`config.mk`:
```
export PLATFORM = sky130hd
export DESIGN_NAME = max_complementary_run_core
export DESIGN_NICKNAME = d
export VERILOG_FILES = /design/src/hw/rtl/mcr_pkg.sv /design/src/hw/rtl/mcr_diag_array.sv /design/src/hw/rtl/max_complementary_run_core.sv
export SDC_FILE = /design/constraint.sdc
export NUM_CORES = 1
export LEC_CHECK = 0
export BUFFER_PORTS_ARGS = -buffer_cell sky130_fd_sc_hd__buf_2
export CAP_MARGIN = 20
export CORE_MARGIN = 2
export CORE_UTILIZATION = 30
export DETAILED_ROUTE_END_ITERATION = 8
export GPL_TIMING_DRIVEN = 0
export PLACE_DENSITY_LB_ADDON = 0.3
export RECOVER_POWER = 25
export SYNTH_ARGS = -nofsm -noshare
export SYNTH_HDL_FRONTEND = slang
export SYNTH_SLANG_ARGS = --single-unit
```
`constraint.sdc`:
```
create_clock -name clk_i -period 3.02 [get_ports clk_i]
set_clock_uncertainty 0.2 [all_clocks]
set_input_delay 0.302 -clock clk_i [delete_from_list [all_inputs] [get_ports clk_i]]
set_output_delay 0.302 -clock clk_i [all_outputs]
set_load 0.02 [all_outputs]
```
`src/hw/rtl/mcr_pkg.sv`:
```
// shared types, constants and helpers for the max complementary run core
package mcr_pkg;

  localparam int unsigned BaseW          = 2;
  localparam int unsigned RunW           = 5;
  localparam int unsigned RegBases       = 20;
  localparam int unsigned TargetW        = BaseW * RegBases;
  localparam int unsigned TargetLenDflt  = 20;
  localparam int unsigned TdataInW       = 8;
  localparam int unsigned TdataOutW      = 8;
  localparam logic [RunW-1:0] RunMax     = '1;

  // one processing step handed to the counter array
  typedef struct packed {
    logic             step;
    logic [BaseW-1:0] base;
    logic             last;
  } step_t;

  // codes complement when they differ only in the low bit
  function automatic logic complementary(input logic [BaseW-1:0] a,
                                         input logic [BaseW-1:0] b);
    logic [BaseW-1:0] x;
    x = a ^ b;
    return x == BaseW'(1);
  endfunction

endpackage

```
`src/hw/rtl/mcr_diag_array.sv`:
```
// per target position run counters and the running best
module mcr_diag_array #(
  parameter int unsigned TARGET_LEN = mcr_pkg::TargetLenDflt
) (
  input  logic                        clk_i,
  input  logic                        rst_ni,
  input  mcr_pkg::step_t              step_i,
  input  logic [mcr_pkg::TargetW-1:0] target_bases_i,
  output logic [mcr_pkg::RunW-1:0]    best_o
);
  import mcr_pkg::*;

  logic [RunW-1:0]       runs_q [TARGET_LEN];
  logic [RunW-1:0]       runs_d [TARGET_LEN];
  logic [TARGET_LEN-1:0] hit;
  logic [RunW-1:0]       best_q;
  logic [RunW-1:0]       best_d;

  for (genvar k = 0; k < TARGET_LEN; k++) begin : g_pos
    logic [BaseW-1:0] tgt;
    logic [RunW-1:0]  prev;
    logic             match;

    if (k < RegBases) begin : g_reg
      assign tgt = target_bases_i[BaseW*k +: BaseW];
    end else begin : g_zero
      assign tgt = '0;
    end

    if (k == 0) begin : g_first
      assign prev = '0;
    end else begin : g_chain
      assign prev = runs_q[k-1];
    end

    assign match     = complementary(tgt, step_i.base);
    assign runs_d[k] = !match ? '0 : (prev == RunMax) ? RunMax : prev + RunW'(1);
    // a new counter can pass the best by at most one
    assign hit[k]    = match && (prev == best_q);
  end

  assign best_d = (|hit && (best_q != RunMax)) ? best_q + RunW'(1) : best_q;
  assign best_o = best_d;

  always_ff @(posedge clk_i or negedge rst_ni) begin
    if (!rst_ni) begin
      best_q <= '0;
      for (int i = 0; i < TARGET_LEN; i++) runs_q[i] <= '0;
    end else if (step_i.step) begin
      best_q <= step_i.last ? '0 : best_d;
      for (int i = 0; i < TARGET_LEN; i++) runs_q[i] <= step_i.last ? '0 : runs_d[i];
    end
  end

endmodule

```
`src/hw/rtl/max_complementary_run_core.sv`:
```
// top level of the max complementary run core: stream ports, target register, result register
//
// Streams a probe strand, one 2-bit base per request, against a target strand held in a
// 40-bit register (base k in bits 2k+1..2k, positions from 20 up read as code 0). Codes 0/1
// and 2/3 complement. Every target position keeps a run counter that follows its diagonal;
// on the base flagged by tlast the longest complementary run over all overlap alignments
// (overhangs included, saturating at 31) leaves on the master side and all counters clear,
// while the target is kept. Throughput is one base per clock, though a last base waits for
// a free result slot: all counters update in parallel from the input register, and the best
// only ever grows by one, so it follows from an equality check per position. The target may
// only be rewritten while no probe is in flight.
module max_complementary_run_core #(
  parameter int unsigned TARGET_LEN = mcr_pkg::TargetLenDflt
) (
  input  logic                          clk_i,
  input  logic                          rst_ni,
  // configuration
  input  logic                          cfg_we_i,
  input  logic [mcr_pkg::TargetW-1:0]   cfg_wdata_i,    // target_bases
  // probe stream
  input  logic                          s_axis_tvalid_i,
  output logic                          s_axis_tready_o,
  input  logic [mcr_pkg::TdataInW-1:0]  s_axis_tdata_i, // [1:0] base, rest zero
  input  logic                          s_axis_tlast_i, // last_base
  // result stream
  output logic                          m_axis_tvalid_o,
  input  logic                          m_axis_tready_i,
  output logic [mcr_pkg::TdataOutW-1:0] m_axis_tdata_o  // [4:0] longest_run, rest zero
);
  import mcr_pkg::*;

  logic [TargetW-1:0] target_q;

  // input register
  logic               in_valid_q;
  logic [BaseW-1:0]   in_base_q;
  logic               in_last_q;

  // result register
  logic               out_valid_q;
  logic [RunW-1:0]    out_run_q;

  logic               out_free;
  logic               proc;
  step_t              step;
  logic [RunW-1:0]    best;

  // the result slot frees up in the cycle its content is taken
  assign out_free = !out_valid_q || m_axis_tready_i;
  // ordinary bases never wait; a last base waits for the result slot
  assign proc     = in_valid_q && (!in_last_q || out_free);

  assign s_axis_tready_o = !in_valid_q || proc;

  assign step.step = proc;
  assign step.base = in_base_q;
  assign step.last = in_last_q;

  mcr_diag_array #(
    .TARGET_LEN(TARGET_LEN)
  ) u_diag (
    .clk_i         (clk_i),
    .rst_ni        (rst_ni),
    .step_i        (step),
    .target_bases_i(target_q),
    .best_o        (best)
  );

  // target register
  always_ff @(posedge clk_i or negedge rst_ni) begin
    if (!rst_ni) begin
      target_q <= '0;
    end else if (cfg_we_i) begin
      target_q <= cfg_wdata_i;
    end
  end

  // input stage
  always_ff @(posedge clk_i or negedge rst_ni) begin
    if (!rst_ni) begin
      in_valid_q <= 1'b0;
    end else if (s_axis_tready_o) begin
      in_valid_q <= s_axis_tvalid_i;
    end
  end

  always_ff @(posedge clk_i) begin
    if (s_axis_tready_o && s_axis_tvalid_i) begin
      in_base_q <= s_axis_tdata_i[BaseW-1:0];
      in_last_q <= s_axis_tlast_i;
    end
  end

  // result stage
  always_ff @(posedge clk_i or negedge rst_ni) begin
    if (!rst_ni) begin
      out_valid_q <= 1'b0;
    end else if (proc && in_last_q) begin
      out_valid_q <= 1'b1;
    end else if (m_axis_tready_i) begin
      out_valid_q <= 1'b0;
    end
  end

  always_ff @(posedge clk_i) begin
    if (proc && in_last_q) begin
      out_run_q <= best;
    end
  end

  assign m_axis_tvalid_o = out_valid_q;
  assign m_axis_tdata_o  = TdataOutW'(out_run_q);

  // a result appears only right after a last base was counted
  a_result_from_last : assert property (@(posedge clk_i) disable iff (!rst_ni)
    $rose(out_valid_q) |-> $past(proc && in_last_q))
    else $error("result without a last base");

  // a pending result is never overwritten
  a_no_overwrite : assert property (@(posedge clk_i) disable iff (!rst_ni)
    (proc && in_last_q) |-> out_free)
    else $error("result register overwritten");

  // backpressure on the probe side only comes from a held item
  a_ready_cause : assert property (@(posedge clk_i) disable iff (!rst_ni)
    !s_axis_tready_o |-> (in_valid_q && in_last_q && out_valid_q && !m_axis_tready_i))
    else $error("input stalled without cause");

  // no run can exceed the target length
  a_run_bound : assert property (@(posedge clk_i) disable iff (!rst_ni)
    out_valid_q |-> ((TARGET_LEN >= 31) || (32'(out_run_q) <= TARGET_LEN)))
    else $error("run longer than target");

endmodule

```
* Yosys cells after proc, flatten, opt, wreduce, memory -nomap -nowiden
Cells that the tools add are included.
Storage, ports and cells: output and inout port bits 10, logic and storage cells 216, input bits 54, latch bits 0, bits in read-only memories 0, flip-flop bits (word level) 150, memories kept 0, bits in writable memories 0
Operators by class: equal/unequal tests 58, magnitude comparators 0, shift-type cells 0, reductions and logical operators 33, muxes and demuxes 60, div/mod/pow operators 0, multiply operators 0, $add $sub $neg 19, bitwise logic cells 20
Operators by type and width (count):
- $mux 5 | 57
- $add 5x1->5 const B | 19
- $eq 5x5->1 | 19
- $eq 5x5->1 const B | 18
- $eq 2x1->1 const B | 20
- $xor 2x2->2 | 20
- $logic_and 1x1->1 | 24
- $reduce_or 20->1 | 1
- $logic_not 5->1 | 1
- $ne 5x5->1 const B | 1
- $logic_not 1->1 | 3
- $logic_or 1x1->1 | 3
- $mux 1 | 3
- $reduce_bool 2->1 | 1

* Logic depth before layout (Yosys ltp)
Gate-level depths: netlist (run 1).
depth in word-level cells 7, gate-level depth with buffers 11

* By module
From an unflattened synthesis (run 1), not the netlist that was laid out.
Unflattened totals: cells, all modules 751, area total of the unflattened synthesis 7942.6 µm²
Modules (own cells, without submodules):
- mcr_diag_array | area each 6080.8 µm², cells an instance 645, seq. area each 2252.2 µm², instances 1
- max_complementary_run_core | area each 1861.8 µm², cells an instance 106, seq. area each 1291.2 µm², instances 1

* Least setup slack after synthesis (run 1)
OpenSTA, ideal clock, no wires.
path kind reg2reg, start point register u_diag.best_q[2], end point register out_run_q[4], data pin, library setup time 0.260 ns, setup slack 0.517 ns, buffers on the path 4, stages on the path, launching flop included 11, data required time 2.560 ns, arrival time 2.043 ns, cell sequence dfrtp_1 buf_6 buf_12 buf_8 xnor2_1 nand3_1 nor4_1 nor4_1 a31oi_2 buf_6 mux2_2
On the way: word-level cells in the longest chain between the ends 5, elaborated cells between the ends (all ways) 45, those cells by class 1 x add/sub; 20 x eq/ne; 1 x mux; 23 x reduce/logical
RTL lines:
- start: declaration | line mcr_diag_array.sv:16 | logic [RunW-1:0] best_q;
- start signal: assignment | line mcr_diag_array.sv:50 | best_q <= step_i.last ? '0 : best_d;
- $eq 5x5->1 or $logic_not 5->1 (tied branches) | line mcr_diag_array.sv:39 | assign hit[k] = match && (prev == best_q);
- $logic_and 1x1->1 | line mcr_diag_array.sv:39
- $reduce_or 20->1 | line mcr_diag_array.sv:42 | assign best_d = (|hit && (best_q != RunMax)) ? best_q + RunW'(1) : best_q;
- $logic_and 1x1->1 | line mcr_diag_array.sv:42
- $mux 5 (*) | line mcr_diag_array.sv:42
- named net best[4] | line max_complementary_run_core.sv:46 | logic [RunW-1:0] best;
- end signal: assignment | line max_complementary_run_core.sv:107 | out_run_q <= best;
- end: declaration | line max_complementary_run_core.sv:41 | logic [RunW-1:0] out_run_q;
The timed path passes the listed nets; every way through them passes the cells marked *. A chain may end at the register's enable or synchronous reset.

* Worst setup path after layout (run 1)
start point register in_base_q[0], end point register out_run_q[4], data pin
On the way: word-level cells in the longest chain between the ends 6, elaborated cells between the ends (all ways) 63, those cells by class 20 x eq/ne; 1 x mux; 20 x bitwise; 22 x reduce/logical
RTL lines:
- start: declaration | line max_complementary_run_core.sv:36 | logic [BaseW-1:0] in_base_q;
- start signal: assignment | line max_complementary_run_core.sv:89 | in_base_q <= s_axis_tdata_i[BaseW-1:0];
- $xor 2x2->2 | line mcr_pkg.sv:24 | x = a ^ b;
- $eq 2x1->1 | line mcr_pkg.sv:25 | return x == BaseW'(1);
- $logic_and 1x1->1 | line mcr_diag_array.sv:39
- $reduce_or 20->1 (*) | line mcr_diag_array.sv:42
- $logic_and 1x1->1 (*) | line mcr_diag_array.sv:42
- $mux 5 (*) | line mcr_diag_array.sv:42
- named net best[4] | line max_complementary_run_core.sv:46
Marks and branches as above.

==> results.toml, run 1 <==
[outcome]
status = "complete, but fails checks"
violations = "capacitance limit, slew limit"

[synth]
yosysMostFrequentCell = "dfrtp_1"
yosysTopAreaCellShare = 0.4175
ys_seq_area_frac = 0.4479
ys_top_cells_by_area = "dfrtp_1, xnor2_1, a22o_1, xor2_1, mux2_2"
synth_cells = 726
synth_warnings = 0
yosysTopAreaCell = "dfrtp_1"
synth-edff-count = 8
ys_ff_latch = 140
synth_cell_types = 41
async_flop_share = 0.9429
syn_area_mm2 = 0.007911
netlist_top_cells_count = "dfrtp_1, xnor2_1, nand2_1"
synth_flop_cell = "dfrtp_1"
synth_area_per_cell_um2 = 10.90

[pwr]
p_int_mw = 4.161
power_frac_seq = 0.354
p_comb_frac = 0.294
vdd_ir_drop_max_uv = 454.9
p_per_area_mw_per_mm2 = 625.8
swShare = 0.3203
p_clk_frac = 0.352
power_leakage_nw = 4.480
switching_power_mw = 1.961

[route]
vias_per_cell = 4.783
wl_per_cell_um = 16.36
wl_um = 19550
vias = 5716
ant_nets = 0
drt_first_pass_iters = 4
drc = 0
drt_iter0_markers = 354

[worst_setup_path]
reg2reg_to = "out_run_q[4]$_DFFE_PP_"
cp-start-kind = "flip-flop"
reg2regPathDepth = 9
cp_data_required_time_ns = 2.99
worst_setup_path_end_kind = "flip-flop"
rrSetupSlack_ns = 0.11
crit_path_max_fanout = 10
crit_arrival_ns = 2.88
rr_startpoint = "in_base_q[0]$_DFFE_PP_"
critPathKind = "flip-flop to flip-flop"

[sta]
holdWs_ns = 0.2374
max_freq_mhz = 343.7
tightest_slew_ns = 1.830
setup-violations-final = 0
rsz0062_at_grt = "no"
period_needed_ns = 2.910
hold_violations = 0
slew_violations = 39
relSlewSlack = -0.2202
fin_crit_sh = 0.9635
final.setup.worst_slack_ns = 0.1102

[die]
core-area_mm2 = 0.02598
io_pins = 64
die_w_um = 166.4
rows = 59
chipHeight_um = 166.4
die_area_mm2 = 0.02769
initial_core_util = 0.3045

[min_path]
holdPathEnd = "target_q[20]$_DFFE_PN0P_"
min_path_cells = 2
worstHoldStart = "cfg_we_i"
worstHoldPathType = "input pin to flip-flop"

[place]
io_buffers = 53
pre_cts_ws_ns = -0.2795
dp_hpwl_um = 13600
place_congestion = 0.7871

[clock_tree]
post-cts-setup-buffers = 0
clkTransAtPathRegs_ns = 0.06
clk_path_buf_depth = 2
cts-buffers-inserted = 17
h-tree-depth = 4
cts_num_sinks = 140
insertion_delay_ns = 0.43
cts_root_buf = "clkbuf_16"
cts_tree = "yes"

[grt]
grt_use_met1 = 0.2106
grt_busiest_layer = "met2"
antenna_found_initial = 0
track_usage = 0.1458
grt-ovfl-total = 0
grt_start_max_net_pins = 95
grtUsageMet2 = 0.2217
grt_pass1_wl_um = 32020
grt_pass1_vias = 5736
met3_usage = 0.02765

[final_layout]
fin_nets = 921
area_growth_pct = 23.64
n_antenna_cell = 0
drive_gt1_frac = 0.1942

[job]
cap_violations = 1
-- power groups by stage --
stage	clock [mW]	combinational [mW]	sequential, mW
detailed placement	0	1.64	2.20
global placement	0	1.62	2.20
CTS	2.19	1.74	2.17
finish	2.15	1.80	2.17
global route	2.28	1.97	2.18
floorplan	0	1.20	2.19
-- through the flow --
| step | utilization | instance area [um^2] | cells | setup TNS (ns) | total power [mW] |
|---|---|---|---|---|---|
| 5_1_grt | 0.3764 | 9782 | 1195 | 0 | 6.436 |
| 3_5_place_dp | 0.3324 | 8637 | 1117 | -0.6053 | 3.845 |
| 2_1_floorplan | - | 7919 | 728 | 0 | 3.382 |
| 3_3_place_gp | 0.3311 | 8603 | 1116 | -67.80 | 3.819 |
| 6_report | 0.3764 | 9782 | 1195 | 0 | 6.122 |
| 4_1_cts | 0.3747 | 9737 | 1195 | 0 | 6.099 |
-- layer usage --
metal | share of wire | vias to the layer above
li1 | - | 2807
met1 | 0.51 | 2795
met2 | 0.45 | 104
met3 | 0.034 | 10
met4 | 0.011 | 0
met5 | 0 | -
-- cell type report --
| class | instances | area, um^2 |
|---|---|---|
| multi-input cells | 530 | 4110 |
| flip-flops and latches | 140 | 3543 |
| inverters | 6 | 22.52 |
| repair buffers | 100 | 750.7 |
| fillers | 2579 | 16200 |
| clock buffers | 21 | 450.4 |
| plain buffers | 52 | 341.6 |
| well taps | 335 | 419.2 |
| clock inverters | 11 | 143.9 |
-- state kept, by name (all words and copies together) (netlist names) --
signal,cells
target_q,40
u_diag.best_q,5
in_base_q,2
in_last_q,1
u_diag.g_pos.prev,85
m_axis_tvalid_o,1
out_run_q,5
in_valid_q,1
-- repair_timing --
item,in CTS,in global routing
endpoints found under the hold margin,83,0
hold buffers,46,0
gates resized for setup,7,8
endpoints found under the setup margin,7,2
-- cells by family after synthesis --
family	share of synthesized area
adders and majority gates	0.03163
buffers and inverters	0.04571
xor gates and xnor gates	0.1760
muxes	0.05836
AOI/OAI and AO/OA	0.1215
other	0.0004740
DFF	0.4479
and+or+nand+nor	0.1185
-- worst max-delay path by stage --
stage / startpoint / to / depth (start not counted)
floorplan: u_diag.best_q[2]$_DFFE_PN0P_ / out_run_q[4]$_DFFE_PP_ / 10
global placement: rst_ni / u_diag.g_pos[14].prev[2]$_DFFE_PN0P_ / 1
detailed placement: u_diag.best_q[1]$_DFFE_PN0P_ / out_run_q[4]$_DFFE_PP_ / 10
CTS: u_diag.best_q[2]$_DFFE_PN0P_ / out_run_q[4]$_DFFE_PP_ / 10
global route: in_base_q[1]$_DFFE_PP_ / out_run_q[4]$_DFFE_PP_ / 9
finish: in_base_q[0]$_DFFE_PP_ / out_run_q[4]$_DFFE_PP_ / 9
-- worst max-delay path: stages, from the launching register on --
cell,delay [ns]
edfxtp_1,0.42
buf_6,0.19
buf_8,0.16
xor2_1,0.14
nand2_1,0.15
nor4_1,0.42
a211oi_1,0.15
a31oi_4,0.28
buf_6,0.18
mux2_2,0.36
-- cells in the final DEF (no fill, tap or decap), types with 6 or more instances in the layout --
master         instances
a22o_1                74
a31o_2                14
buf_1                  6
buf_2                 49
buf_4                  9
buf_6                  8
clkbuf_1              31
clkbuf_16             17
dfrtp_1              132
dlygate4sd3_1         46
edfxtp_1               8
ha_1                  20
inv_1                  6
mux2_2                41
nand2_1               74
nand2b_1              18
nand3_1               34
nand4_1               16
nor2_1                19
nor4_1                10
o21ai_0               10
xnor2_1               89
xor2_1                70
Power figures use the tool's default switching activity.
==> inputs of run 2 (changes only) <==
==> constraint.sdc (replaced) <==
create_clock -name clk_i -period 3.5 [get_ports clk_i]
set_clock_uncertainty 0.2 [all_clocks]
set_input_delay 0.35 -clock clk_i [delete_from_list [all_inputs] [get_ports clk_i]]
set_output_delay 0.35 -clock clk_i [all_outputs]
set_load 0.02 [all_outputs]
==> run 2 against run 1 <==
Compared with the run above:
- the flow still finishes with violations (capacitance limit, slew limit)
- utilization decreased by 0.40 points
- critical endpoint unchanged
- total power decreased by 15%
- critical path type unchanged
- global-route usage decreased by 0.066 points
==> results.toml, run 2 (synthesis gave the netlist of run 1 again) <==
[outcome]
violations = "capacitance limit, slew limit"
status = "complete, but fails checks"

[sta]
slew_violations = 39
final.setup.worst_slack_ns = 0.3148
setup-violations-final = 0
max_freq_mhz = 314.0
period_needed_ns = 3.185
tightest_slew_ns = 2.236
rsz0062_at_grt = "no"
fin_crit_sh = 0.9100
finalSetupTns_ns = 0
relSlewSlack = -0.4905
hold_violations = 0

[place]
place_congestion = 0.7871
pre_cts_ws_ns = 0.2005
dp_hpwl_um = 13600
dp.cells = 1117
io_buffers = 53

[final_layout]
fin_nets = 921
final_cells = 1195
area_growth_pct = 22.33
final_cell_mix = "dfrtp_1, xnor2_1, nand2_1"
drive_gt1_frac = 0.1837
largest_reg_flops = 85
n_antenna_cell = 0
final_common_cell = "dfrtp_1"

[worst_setup_path]
crit_arrival_ns = 3.15
cp-start-kind = "flip-flop"
cp_data_required_time_ns = 3.47
crit_path_max_fanout = 10
startpoint = "u_diag.best_q[1]$_DFFE_PN0P_"
critPathKind = "flip-flop to flip-flop"
rr_startpoint = "u_diag.best_q[1]$_DFFE_PN0P_"
rrSetupSlack_ns = 0.31
worst_setup_path_end_kind = "flip-flop"

[die]
initial_core_util = 0.3045
core-area_mm2 = 0.02598
io_pins = 64
rows = 59
chipHeight_um = 166.4
die_area_mm2 = 0.02769
die_w_um = 166.4

[clock_tree]
cts.repair.resized = 0
h-tree-depth = 4
cts-buffers-inserted = 17
cts_tree = "yes"
cts_root_buf = "clkbuf_16"
clkTransAtPathRegs_ns = 0.06
clk_path_buf_depth = 2
cts_num_sinks = 140
insertion_delay_ns = 0.43

[route]
wl_um = 19420
drt_iter0_markers = 373
drc = 0
vias_per_cell = 4.808
ant_nets = 0
vias = 5746
drt_first_pass_iters = 4
wl_per_cell_um = 16.25

[min_path]
worstHoldPathType = "input pin to flip-flop"
worstHoldStart = "cfg_we_i"

[grt]
grt_use_met1 = 0.2100
grt_start_max_net_pins = 95
grt_pass1_wl_um = 31860
grtUsageMet2 = 0.2192
grt_pass1_vias = 5718
grt_busiest_layer = "met2"
track_usage = 0.1451
grt-ovfl-total = 0
antenna_found_initial = 0
met3_usage = 0.02788

[job]
cap_violations = 1

[pwr]
p_per_area_mw_per_mm2 = 535.2
vdd_ir_drop_max_uv = 385.6
power_leakage_nw = 4.464
## run 2: where the power goes
part	switching, mW	total, mW	leakage, nW	internal (mW)
Sequential	0.105	1.87	1.81	1.76
Clock	0.722	1.86	0.279	1.14
Combinational	0.793	1.45	2.37	0.660
## run 2: final timing paths
path | end | cells after the start
setup / recovery | out_run_q[4]$_DFFE_PP_ | 10
hold / removal | target_q[22]$_DFFE_PN0P_ | 2
setup reg to reg | out_run_q[4]$_DFFE_PP_ | 10
hold reg to reg | target_q[0]$_DFFE_PN0P_ | 1
max in group asynchronous | u_diag.best_q[3]$_DFFE_PN0P_ | 3
min in group asynchronous | target_q[13]$_DFFE_PN0P_ | 2
## run 2: stage by stage
stage	utilization	total power, mW	area (um^2)	hold WS [ns]
3_5_place_dp	0.3324	3.318	8637	0.08316
5_1_grt	0.3724	5.454	9678	0.3004
4_1_cts	0.3730	5.222	9692	0.1995
6_report	0.3724	5.180	9678	0.2877
3_3_place_gp	0.3311	3.295	8603	0.3110
2_1_floorplan	-	2.918	7919	-0.1456
## run 2: metal layers
metal  vias up  routed length (um)
met3        16                 589
met5         -                   0
met2       104                8673
met1      2823                9899
met4         0                 253
li1       2803                   -
## run 2: timing repair
item | CTS | global route
buffers inserted | 0 | 0
hold buffers | 46 | 0
hold endpoints to repair | 83 | 0
## run 2: final cells by class
class,instances,area [um^2]
Tap cell,335,419.2
Multi-Input combinational cell,530,4014
Sequential cell,140,3543
Buffer,52,339.1
Clock inverter,11,143.9
Inverter,6,22.52
Clock buffer,21,450.4
Timing Repair Buffer,100,745.7
Fill cell,2591,16310
## run 2: critical path, stage by stage, from the launching register on
cell and delay (ns):
dfrtp_1 0.39, buf_4 0.17, buf_6 0.17, xnor2_1 0.17
nand3_1 0.09, nor4_1 0.50, a21oi_1 0.17, and4_1 0.24
a31oi_2 0.29, buf_6 0.19, mux2_2 0.36
